## config.mk

```make
export PLATFORM = sky130hd
export DESIGN_NAME = halton_point_generator
export DESIGN_NICKNAME = d
export VERILOG_FILES = /design/src/rtl/core/hpg_pkg.sv /design/src/rtl/core/hpg_datapath.sv /design/src/rtl/core/halton_point_generator.sv
export SDC_FILE = /design/constraint.sdc
export NUM_CORES = 2
export LEC_CHECK = 0
export ABC_AREA = 1
export BUFFER_PORTS_ARGS = -buffer_cell sky130_fd_sc_hd__buf_4
export CORE_MARGIN = 2
export CORE_UTILIZATION = 50
export CTS_CLUSTER_DIAMETER = 30
export DETAILED_ROUTE_END_ITERATION = 6
export GPL_ROUTABILITY_DRIVEN = 0
export PLACE_DENSITY = 0.8
export SLEW_MARGIN = 20
export SYNTH_ARGS = -nofsm -noshare
export SYNTH_HDL_FRONTEND = slang
export SYNTH_SLANG_ARGS = --single-unit
```

## constraint.sdc

```tcl
create_clock -name i_clk -period 7.45 [get_ports i_clk]
set_input_delay 1.49 -clock i_clk [delete_from_list [all_inputs] [get_ports i_clk]]
set_output_delay 1.49 -clock i_clk [all_outputs]
set_load 0.1 [all_outputs]
```

## src/rtl/core/hpg_pkg.sv

```systemverilog
// Shared types and constants of the Halton point generator.
// Used by hpg_datapath, halton_point_generator, hpg_checker and tb_top; depends on nothing.
package hpg_pkg;

    localparam int INDEX_BITS_DEF = 20;
    localparam int COORD_BITS_DEF = 12;

    localparam int SAMPLE_W = 20;
    localparam int REG_W    = 13;
    localparam int COORD_W  = 12;

    localparam int TERN_DIGITS = 13;
    localparam int TERN_W      = 21;
    localparam logic [TERN_W-1:0] TERN_SCALE = TERN_W'(1594323);

    // floor(v / 3) = (v * RECIP3) >> RECIP3_SHIFT for every 20-bit v.
    localparam logic [SAMPLE_W-1:0] RECIP3 = SAMPLE_W'(699051);
    localparam int RECIP3_SHIFT = 21;

    // For every n below 2^34, floor(n / 3^13) is either
    // ((n >> QEST_SHIFT_IN) * QEST_RECIP) >> QEST_SHIFT or one more than that.
    localparam int QEST_SHIFT_IN = 14;
    localparam int QEST_W        = 24;
    localparam int QEST_SHIFT    = 30;
    localparam logic [QEST_W-1:0] QEST_RECIP =
        QEST_W'((64'd1 << (QEST_SHIFT_IN + QEST_SHIFT)) / 64'(TERN_SCALE));

    localparam int CNT_W = 4;
    localparam logic [CNT_W-1:0] TERN_LAST = CNT_W'(TERN_DIGITS - 1);

    localparam logic [REG_W-1:0] WIDTH_RST  = REG_W'(1920);
    localparam logic [REG_W-1:0] HEIGHT_RST = REG_W'(1080);

    localparam logic REG_IMAGE_WIDTH  = 1'b0;
    localparam logic REG_IMAGE_HEIGHT = 1'b1;

    typedef enum logic [2:0] {
        ST_IDLE,
        ST_TERN,
        ST_MULT,
        ST_EST,
        ST_FIX,
        ST_DONE
    } t_state;

    typedef struct packed {
        logic load;
        logic tern_step;
        logic mult;
        logic est;
        logic fix;
    } t_dp_ctrl;

endpackage

```

## src/rtl/core/hpg_datapath.sv

```systemverilog
// Datapath of the Halton point generator: base-3 digit unit, scaling
// multipliers and the reciprocal divider by 3^13. Depends on hpg_pkg.
module hpg_datapath import hpg_pkg::*; #(
    parameter int INDEX_BITS = INDEX_BITS_DEF,
    parameter int COORD_BITS = COORD_BITS_DEF
) (
    input  logic                i_clk,
    input  t_dp_ctrl            i_ctrl,
    input  logic [SAMPLE_W-1:0] i_sample_index,
    input  logic [REG_W-1:0]    i_image_width,
    input  logic [REG_W-1:0]    i_image_height,
    output logic [COORD_W-1:0]  o_point_x,
    output logic [COORD_W-1:0]  o_point_y
);

    localparam int PROD2_W = INDEX_BITS + REG_W;
    localparam int PROD3_W = TERN_W + REG_W;
    localparam int RPROD_W = 2 * SAMPLE_W;
    localparam int QPROD_W = (PROD3_W - QEST_SHIFT_IN) + QEST_W;
    localparam int TOP_W   = 17;

    localparam logic [SAMPLE_W-1:0] IDX_MASK = (INDEX_BITS >= SAMPLE_W) ? '1 :
        SAMPLE_W'((64'd1 << INDEX_BITS) - 64'd1);
    localparam logic [TOP_W-1:0] COORD_TOP = TOP_W'((64'd1 << COORD_BITS) - 64'd1);

    logic [SAMPLE_W-1:0]   r_val;
    logic [INDEX_BITS-1:0] r_idx;
    logic [TERN_W-1:0]     r_rev3;
    logic [PROD3_W-1:0]    r_rem;
    logic [REG_W-1:0]      r_quo;
    logic [COORD_W-1:0]    r_x;

    logic [SAMPLE_W-1:0]   idx_masked;
    logic [INDEX_BITS-1:0] rev2;
    logic [RPROD_W-1:0]    rprod;
    logic [SAMPLE_W-1:0]   q3;
    logic [1:0]            digit;
    logic [PROD2_W-1:0]    prod2;
    logic [REG_W-1:0]      x_raw;
    logic [PROD3_W-1:0]    prod3;
    logic [QPROD_W-1:0]    qprod;
    logic [REG_W-1:0]      q_est;
    logic [PROD3_W-1:0]    qd;
    logic [PROD3_W-1:0]    rem;
    logic                  fits;

    assign idx_masked = i_sample_index & IDX_MASK;

    always_comb begin
        for (int k = 0; k < INDEX_BITS; k++) begin
            rev2[k] = r_idx[INDEX_BITS-1-k];
        end
    end

    assign rprod = RPROD_W'(r_val) * RPROD_W'(RECIP3);
    assign q3    = SAMPLE_W'(rprod >> RECIP3_SHIFT);
    assign digit = 2'(r_val - SAMPLE_W'(3) * q3);

    assign prod2 = PROD2_W'(rev2) * PROD2_W'(i_image_width);
    assign x_raw = prod2[PROD2_W-1:INDEX_BITS];
    assign prod3 = PROD3_W'(r_rev3) * PROD3_W'(i_image_height);

    assign qprod = QPROD_W'(r_rem[PROD3_W-1:QEST_SHIFT_IN]) * QPROD_W'(QEST_RECIP);
    assign q_est = qprod[QEST_SHIFT+REG_W-1:QEST_SHIFT];
    assign qd    = PROD3_W'(r_quo) * PROD3_W'(TERN_SCALE);
    assign rem   = r_rem - qd;
    assign fits  = (rem >= PROD3_W'(TERN_SCALE));

    always_ff @(posedge i_clk) begin
        if (i_ctrl.load) begin
            r_val  <= idx_masked;
            r_idx  <= INDEX_BITS'(idx_masked);
            r_rev3 <= '0;
        end
        if (i_ctrl.tern_step) begin
            r_val  <= q3;
            r_rev3 <= TERN_W'(r_rev3 * TERN_W'(3)) + TERN_W'(digit);
        end
        if (i_ctrl.mult) begin
            r_rem <= prod3;
            if (TOP_W'(x_raw) > COORD_TOP) begin
                r_x <= COORD_TOP[COORD_W-1:0];
            end else begin
                r_x <= x_raw[COORD_W-1:0];
            end
        end
        if (i_ctrl.est) begin
            r_quo <= q_est;
        end
        if (i_ctrl.fix) begin
            if (fits) begin
                r_quo <= r_quo + REG_W'(1);
            end
        end
    end

    assign o_point_x = r_x;
    assign o_point_y = (TOP_W'(r_quo) > COORD_TOP) ? COORD_TOP[COORD_W-1:0]
                                                   : r_quo[COORD_W-1:0];

endmodule

```

## src/rtl/core/halton_point_generator.sv

```systemverilog
// Top level of the 2-D Halton point generator (bases 2 and 3).
// Holds the configuration registers and the sequencer; uses hpg_pkg, hpg_datapath.
//
//   Channel   Signals                                        Transaction
//   input     i_start, o_busy, i_sample_index                i_start && !o_busy
//   result    o_valid, o_point_x, o_point_y                  o_valid, one cycle
//   config    i_cfg_wr_en, i_cfg_addr, i_cfg_wdata           i_cfg_wr_en
//
// Each accepted transaction passes in order through the base-3 digit unit, the
// scaling multipliers, the reciprocal quotient estimate and its correction before
// the o_valid strobe. A new transaction can be taken in the cycle after the strobe.
// Reset is synchronous and active low and restores width 1920 and height 1080.
// The receiver cannot stall the result.
module halton_point_generator import hpg_pkg::*; #(
    parameter int INDEX_BITS = INDEX_BITS_DEF,
    parameter int COORD_BITS = COORD_BITS_DEF
) (
    input  logic                i_clk,
    input  logic                i_rst_n,
    input  logic                i_start,
    input  logic [SAMPLE_W-1:0] i_sample_index,
    output logic                o_busy,
    output logic                o_valid,
    output logic [COORD_W-1:0]  o_point_x,
    output logic [COORD_W-1:0]  o_point_y,
    input  logic                i_cfg_wr_en,
    input  logic                i_cfg_addr,
    input  logic [REG_W-1:0]    i_cfg_wdata
);

    t_state           r_state, n_state;
    logic [CNT_W-1:0] r_cnt, n_cnt;
    logic [REG_W-1:0] r_width;
    logic [REG_W-1:0] r_height;
    t_dp_ctrl         ctrl;

    always_ff @(posedge i_clk) begin
        if (!i_rst_n) begin
            r_width  <= WIDTH_RST;
            r_height <= HEIGHT_RST;
        end else if (i_cfg_wr_en) begin
            unique case (i_cfg_addr)
                REG_IMAGE_WIDTH:  r_width  <= i_cfg_wdata;
                REG_IMAGE_HEIGHT: r_height <= i_cfg_wdata;
            endcase
        end
    end

    always_ff @(posedge i_clk) begin
        if (!i_rst_n) begin
            r_state <= ST_IDLE;
            r_cnt   <= '0;
        end else begin
            r_state <= n_state;
            r_cnt   <= n_cnt;
        end
    end

    always_comb begin
        n_state = r_state;
        n_cnt   = r_cnt;
        unique case (r_state)
            ST_IDLE: begin
                n_cnt = '0;
                if (i_start) begin
                    n_state = ST_TERN;
                end
            end
            ST_TERN: begin
                if (r_cnt == TERN_LAST) begin
                    n_state = ST_MULT;
                    n_cnt   = '0;
                end else begin
                    n_cnt = r_cnt + CNT_W'(1);
                end
            end
            ST_MULT: begin
                n_state = ST_EST;
                n_cnt   = '0;
            end
            ST_EST: begin
                n_state = ST_FIX;
            end
            ST_FIX: begin
                n_state = ST_DONE;
            end
            ST_DONE: begin
                n_state = ST_IDLE;
            end
            default: begin
                n_state = ST_IDLE;
                n_cnt   = '0;
            end
        endcase
    end

    always_comb begin
        ctrl    = '0;
        o_busy  = 1'b1;
        o_valid = 1'b0;
        unique case (r_state)
            ST_IDLE: begin
                o_busy    = 1'b0;
                ctrl.load = i_start;
            end
            ST_TERN: ctrl.tern_step = 1'b1;
            ST_MULT: ctrl.mult      = 1'b1;
            ST_EST:  ctrl.est       = 1'b1;
            ST_FIX:  ctrl.fix       = 1'b1;
            ST_DONE: o_valid        = 1'b1;
            default: o_busy         = 1'b1;
        endcase
    end

    hpg_datapath #(
        .INDEX_BITS(INDEX_BITS),
        .COORD_BITS(COORD_BITS)
    ) u_datapath (
        .i_clk         (i_clk),
        .i_ctrl        (ctrl),
        .i_sample_index(i_sample_index),
        .i_image_width (r_width),
        .i_image_height(r_height),
        .o_point_x     (o_point_x),
        .o_point_y     (o_point_y)
    );

endmodule

```

# Word level (Yosys, flattened, before mapping)
# Cells that the tools add are included.
# classes
n_lt_le_gt_ge	3
bitwise	1
eq_ne	8
n_addsub	5
n_reduce_logical	6
multipliers	7
mux	20
# op_table
op	n
20-bit by 24-bit multiplier with 43-bit output, second input constant	1
21-bit 2-to-1 mux	2
20-bit by 20-bit multiplier with 40-bit output, second input constant	1
13-bit 2-to-1 mux	3
19-bit 2-to-1 mux	2
34-bit by 21-bit >= comparator with 1-bit output, second input constant	1
13-bit by 21-bit multiplier with 34-bit output, second input constant	1
21-bit by 13-bit multiplier with 34-bit output	1
34-bit subtractor	1
20-bit by 13-bit multiplier with 33-bit output	1
13-bit by 12-bit > comparator with 1-bit output, second input constant	2
21-bit by 2-bit adder with 21-bit output	1
21-bit by 2-bit multiplier with 21-bit output, second input constant	1
2-bit by 19-bit multiplier with 2-bit output, first input constant	1
3-bit case mux with 5 select lines	1
13-bit by 1-bit adder with 13-bit output, second input constant	1
12-bit 2-to-1 mux	1
4-bit case mux with 2 select lines	1
1-bit 2-to-1 mux	7
3-bit by 2-bit equality test with 1-bit output, second input constant	2
3-bit equality test, second input constant	2
3-bit 2-to-1 mux	2
2-bit AND reduction	3
4-bit by 1-bit adder with 4-bit output, second input constant	1
9 further kinds	10
# totals
register_bits	153
elab_cells	61
in_bits	38
output_inout_bits	26

# Longest topological paths before layout
# depth
word_depth	5
ltp_mapped	39

# By module
# A second synthesis with hierarchy kept.
# hier_totals
cells_unflattened	5618
hier_area_um2	46119.2
# modules_own_cells
module	n_inst	area_each_um2	cells_per_inst	seq_area_each_um2
hpg_datapath	1	44823.0	5446	3463.3
halton_point_generator	1	1296.2	172	660.6

# Least setup slack after synthesis
# No wires, ideal clock.
# synth_timing
path_type	register -> register
start	reg u_datapath.r_val[1]
end	reg u_datapath.r_rev3[17] (data pin)
stages_incl_launch_ff	33
n_path_buf	0
t_arrival_ps	7572
required_ps	7195
path_slack_ps	-377
path_cell_list	edfxtp_1 ha_1 fa_1 inv_1 fa_1 fa_1 inv_1 fa_1 inv_1 fa_1 inv_1 ha_1 ha_1 nand2_1 nor2_1 nand2_1 nor4b_1 nand2_1 nand2_1 xor2_1 ha_1 xnor2_1 xor2_1 xor2_1 fa_1 ha_1 fa_1 a31oi_1 o21ai_0 a21oi_1 o21ai_0 o21ai_0 nor2_1
# synth_between
elab_chain_len	5
# synth_rtl
item	line	rtl
start, declared	hpg_datapath.sv:26	logic [SAMPLE_W-1:0] r_val;
start signal, assigned	hpg_datapath.sv:71	r_val <= idx_masked;
start signal, assigned	hpg_datapath.sv:76	r_val <= q3;
20-bit by 20-bit multiplier with 40-bit output	hpg_datapath.sv:55	assign rprod = RPROD_W'(r_val) * RPROD_W'(RECIP3);
2-bit by 19-bit multiplier with 2-bit output	hpg_datapath.sv:57	assign digit = 2'(r_val - SAMPLE_W'(3) * q3);
2-bit subtractor (*)	hpg_datapath.sv:57	
21-bit by 2-bit adder with 21-bit output (*)	hpg_datapath.sv:77	r_rev3 <= TERN_W'(r_rev3 * TERN_W'(3)) + TERN_W'(digit);
21-bit 2-to-1 mux (*)	hpg_datapath.sv:75	if (i_ctrl.tern_step) begin
end signal, assigned	hpg_datapath.sv:77	
end, declared	hpg_datapath.sv:28	logic [TERN_W-1:0] r_rev3;
# Every way passes the cells marked *; elsewhere a longest branch is shown, timed or not.
# A chain may end at the register's enable or synchronous reset.

# Final worst setup path
# layout_timing
start	reg u_datapath.r_val[11]
end	reg u_datapath.r_rev3[9] (data pin)
# layout_between
elab_chain_len	5
# layout_rtl
item	line
20-bit by 20-bit multiplier with 40-bit output	hpg_datapath.sv:55
2-bit by 19-bit multiplier with 2-bit output	hpg_datapath.sv:57
2-bit subtractor	hpg_datapath.sv:57
21-bit by 2-bit adder with 21-bit output	hpg_datapath.sv:77
21-bit 2-to-1 mux	hpg_datapath.sv:75
# No other way between the ends.

==> reports/qor.yml <==
status: "finished, violations left"
violations: "negative setup slack"
skew_ns: 0.0227
critPathLaunchType: "flip-flop"
reg2reg_depth: 33
finalMaxSlewViolations: 0
critPathKind: "reg2reg"
drt-initial-drc-count: 3238
syn_area_mm2: 0.0460
routed_wl_um: 122000
htree_levels: 4
yosysMostFrequentCell: "inv_1"
syn_to_final_growth_pct: 8.45
fmax_mhz: 127
synth_common_cells: "inv_1, nand2_1, fa_1"
synth.ff_latch_count: 153
grt_usage_pct: 26.5
clock_latency_ns: 0.52
r2r-end: "u_datapath.r_rev3[9]"
hold_violations: 0
worstPathRequired_ns: 7.72
setup_slack_ns: -0.447
dp_hpwl_um: 103000
fp.dieW_um: 307
end_kind: "flip-flop"
vias_per_cell: 5.42
numCtsBuffers: 17
rsz0062_at_grt: "true"
io_pins: 64
cp-startpoint: "u_datapath.r_val[11]"
seqCellArea_mm2: 0.00412
fin_cells: 6899
cpPeakStageDelay_ns: 0.55
grt_pass1_vias: 39200
start_util_pct: 50.3
die_y_um: 307
synthesis.nets: 7140
worstPathMaxFanout: 3
yosys-top-cells-area: "fa_1, ha_1, inv_1"
design_area_mm2: 0.0499
cp-endpoint: "u_datapath.r_rev3[9]"
antenna_found_initial: 3
multi_input_area_mm2: 0.0362
cp.arrival_ns: 8.17
synth_flop_cell: "edfxtp_1"
final_nets: 7275
layout-drive-gt1-share_pct: 6.76
fill_cells: 7779
row_count: 111
layout_min_cycle_time_ns: 7.90
fp.dieArea_mm2: 0.0944
core_area_mm2: 0.0914
grt_pass1_wl_um: 199000
seq_area_frac_synth_pct: 8.97
post_drt_wl_per_cell_um: 17.7
finalSetupViolCount: 18
min_path_type: "reg2reg"
maxSlewHeadroom_pct: 27.4
cp_slowest_cell: "fa_1"
use_met1_pct: 33.6
async_reset_ff_share_pct: 0
vias: 37400
cts-root-buf: "clkbuf_16"
yosysWarnings: 0
syn_inst: 5560
overflow: 0
yosysTopAreaCell: "fa_1"
clkSlewWorstSetupHoldPaths_ns: 0.09
max_slew.worst_pin.slew_ns: 1.09
hold_slack_ns: 0.489
synth-edff-count: 106
grt_start_max_net_pins: 48
grt-busiest-layer: "met2"
path_common_cell: "fa_1"
r2r_slack_ns: -0.45
drcViolationCount: 0
cts.path.max_buffers: 2
holdBufCountCts: 0
use_met3_pct: 4.67
port_buffers: 63
yosys.area.top_type_share_pct: 35.3
fin_crit_sh_pct: 106
final_antenna_net_count: 0
r2r-start: "u_datapath.r_val[11]"
ys_types: 58
cts_tree: "built"
numClockSinks: 153
cap_violations: 0
dr.pass1.iters: 5
place_inst: 6828
synth_area_per_cell_um2: 8.27
grt_use_met2_pct: 44.3
placed_area_mm2: 0.0487
[area by class of cell]
class | instances | share of cell area (%)
Multi-Input combinational cell | 3781 | 72.7
Inverter | 1514 | 11.4
Sequential cell | 153 | 8.27
Antenna cell | 5 | 0.0251
Tap cell | 1186 | 2.98
Clock inverter | 14 | 0.319
Clock buffer | 18 | 0.861
Timing Repair Buffer | 228 | 3.49
[sequential cells by signal, summed over array words and instances (netlist names)]
| name | count |
|---|---|
| r_cnt | 4 |
| u_datapath.r_rev3 | 21 |
| u_datapath.r_rem | 34 |
| u_datapath.r_idx | 20 |
| r_state | 3 |
| u_datapath.r_val | 20 |
| u_datapath.o_point_x | 12 |
| r_width | 13 |
| r_height | 13 |
| u_datapath.r_quo | 13 |
[routing by layer]
metal,wire length (um),up-vias
met5,13,-
met4,5610,2
met3,11000,341
met2,57600,1776
met1,48000,18200
li1,-,17100
[logic make-up (layout without fill, tap and decap cells)]
family | Yosys count | count (layout) | share of synthesized area [%]
other cells | 0 | 5 | 0
buf+inv | 1626 | 1774 | 13.3
simple gates | 1628 | 1628 | 14.4
fa+ha+maj | 1542 | 1542 | 55.2
compound gates | 519 | 519 | 6.31
flops | 153 | 153 | 8.97
xor+xnor | 92 | 92 | 1.75
[worst min path at each step]
| stage | start | endpoint | slack [ns] | depth (start not counted) |
|---|---|---|---|---|
| after floorplan | r_width[10] | r_width[10] | 0.45 | 2 |
| after global placement | r_cnt[1] | r_cnt[1] | 0.47 | 2 |
| after detailed placement | r_cnt[1] | r_cnt[1] | 0.49 | 2 |
| after CTS | r_cnt[1] | r_cnt[1] | 0.50 | 2 |
| after global routing | r_cnt[1] | r_cnt[1] | 0.53 | 2 |
| final | r_cnt[1] | r_cnt[1] | 0.49 | 2 |
[cells in the final DEF (no fill, tap or decap), types with 7 or more instances in the layout]
master | synthesis | routed
inv_1 | 1510 | 1500
nand2_1 | 1114 | 1105
fa_1 | 811 | 805
ha_1 | 731 | 704
nor2_1 | 250 | 244
a21oi_1 | 234 | 228
buf_4 | 0 | 221
o21ai_0 | 165 | 149
nand3_1 | 123 | 121
edfxtp_1 | 106 | 106
xor2_1 | 50 | 49
dfxtp_1 | 47 | 47
xnor2_1 | 42 | 40
nor3_1 | 36 | 35
nand4_1 | 28 | 28
o21a_1 | 22 | 22
ha_4 | 0 | 22
a21o_1 | 21 | 21
nand2_2 | 14 | 21
a31oi_1 | 20 | 18
clkbuf_16 | 0 | 17
nand3b_1 | 16 | 16
inv_2 | 3 | 13
nor4_1 | 13 | 13
o21ai_2 | 4 | 12
or2_2 | 10 | 10
o21ai_1 | 1 | 9
nor2_2 | 4 | 8
o31ai_1 | 8 | 8
o21bai_1 | 8 | 8
a21oi_2 | 1 | 7
buf_6 | 0 | 7
[worst max-delay path: cells and delay by family, from the launching register on]
family | cells | cell delay [ns]
simple gates | 8 | 0.94
fa+ha+maj | 12 | 4.48
flops | 1 | 0.42
xor+xnor | 4 | 0.74
buf+inv | 6 | 0.56
compound gates | 3 | 0.48
[timing repair]
item / CTS / global route
setup buffers: 20 / 15
pin swaps: 35 / 42
cloned: 0 / 0
endpoints found under the hold margin: 0 / 0
setup endpoints to repair: 16 / 19
gates resized for setup: 23 / 60
[per-stage QoR]
step / worst slack (ns) / TNS, ns / util, %
2_1_floorplan: -0.00739 / -0.00739 / -
3_3_place_gp: -0.394 / -2.34 / 53.3
3_5_place_dp: -0.514 / -4.17 / 53.3
4_1_cts: -0.328 / -3.27 / 54.2
5_1_grt: -0.706 / -10.19 / 54.5
6_report: -0.447 / -5.47 / 54.6
Power is left out: the tool's default activity adds up to more than one toggle a clock period on the data nets, which glitch-free logic cannot reach.
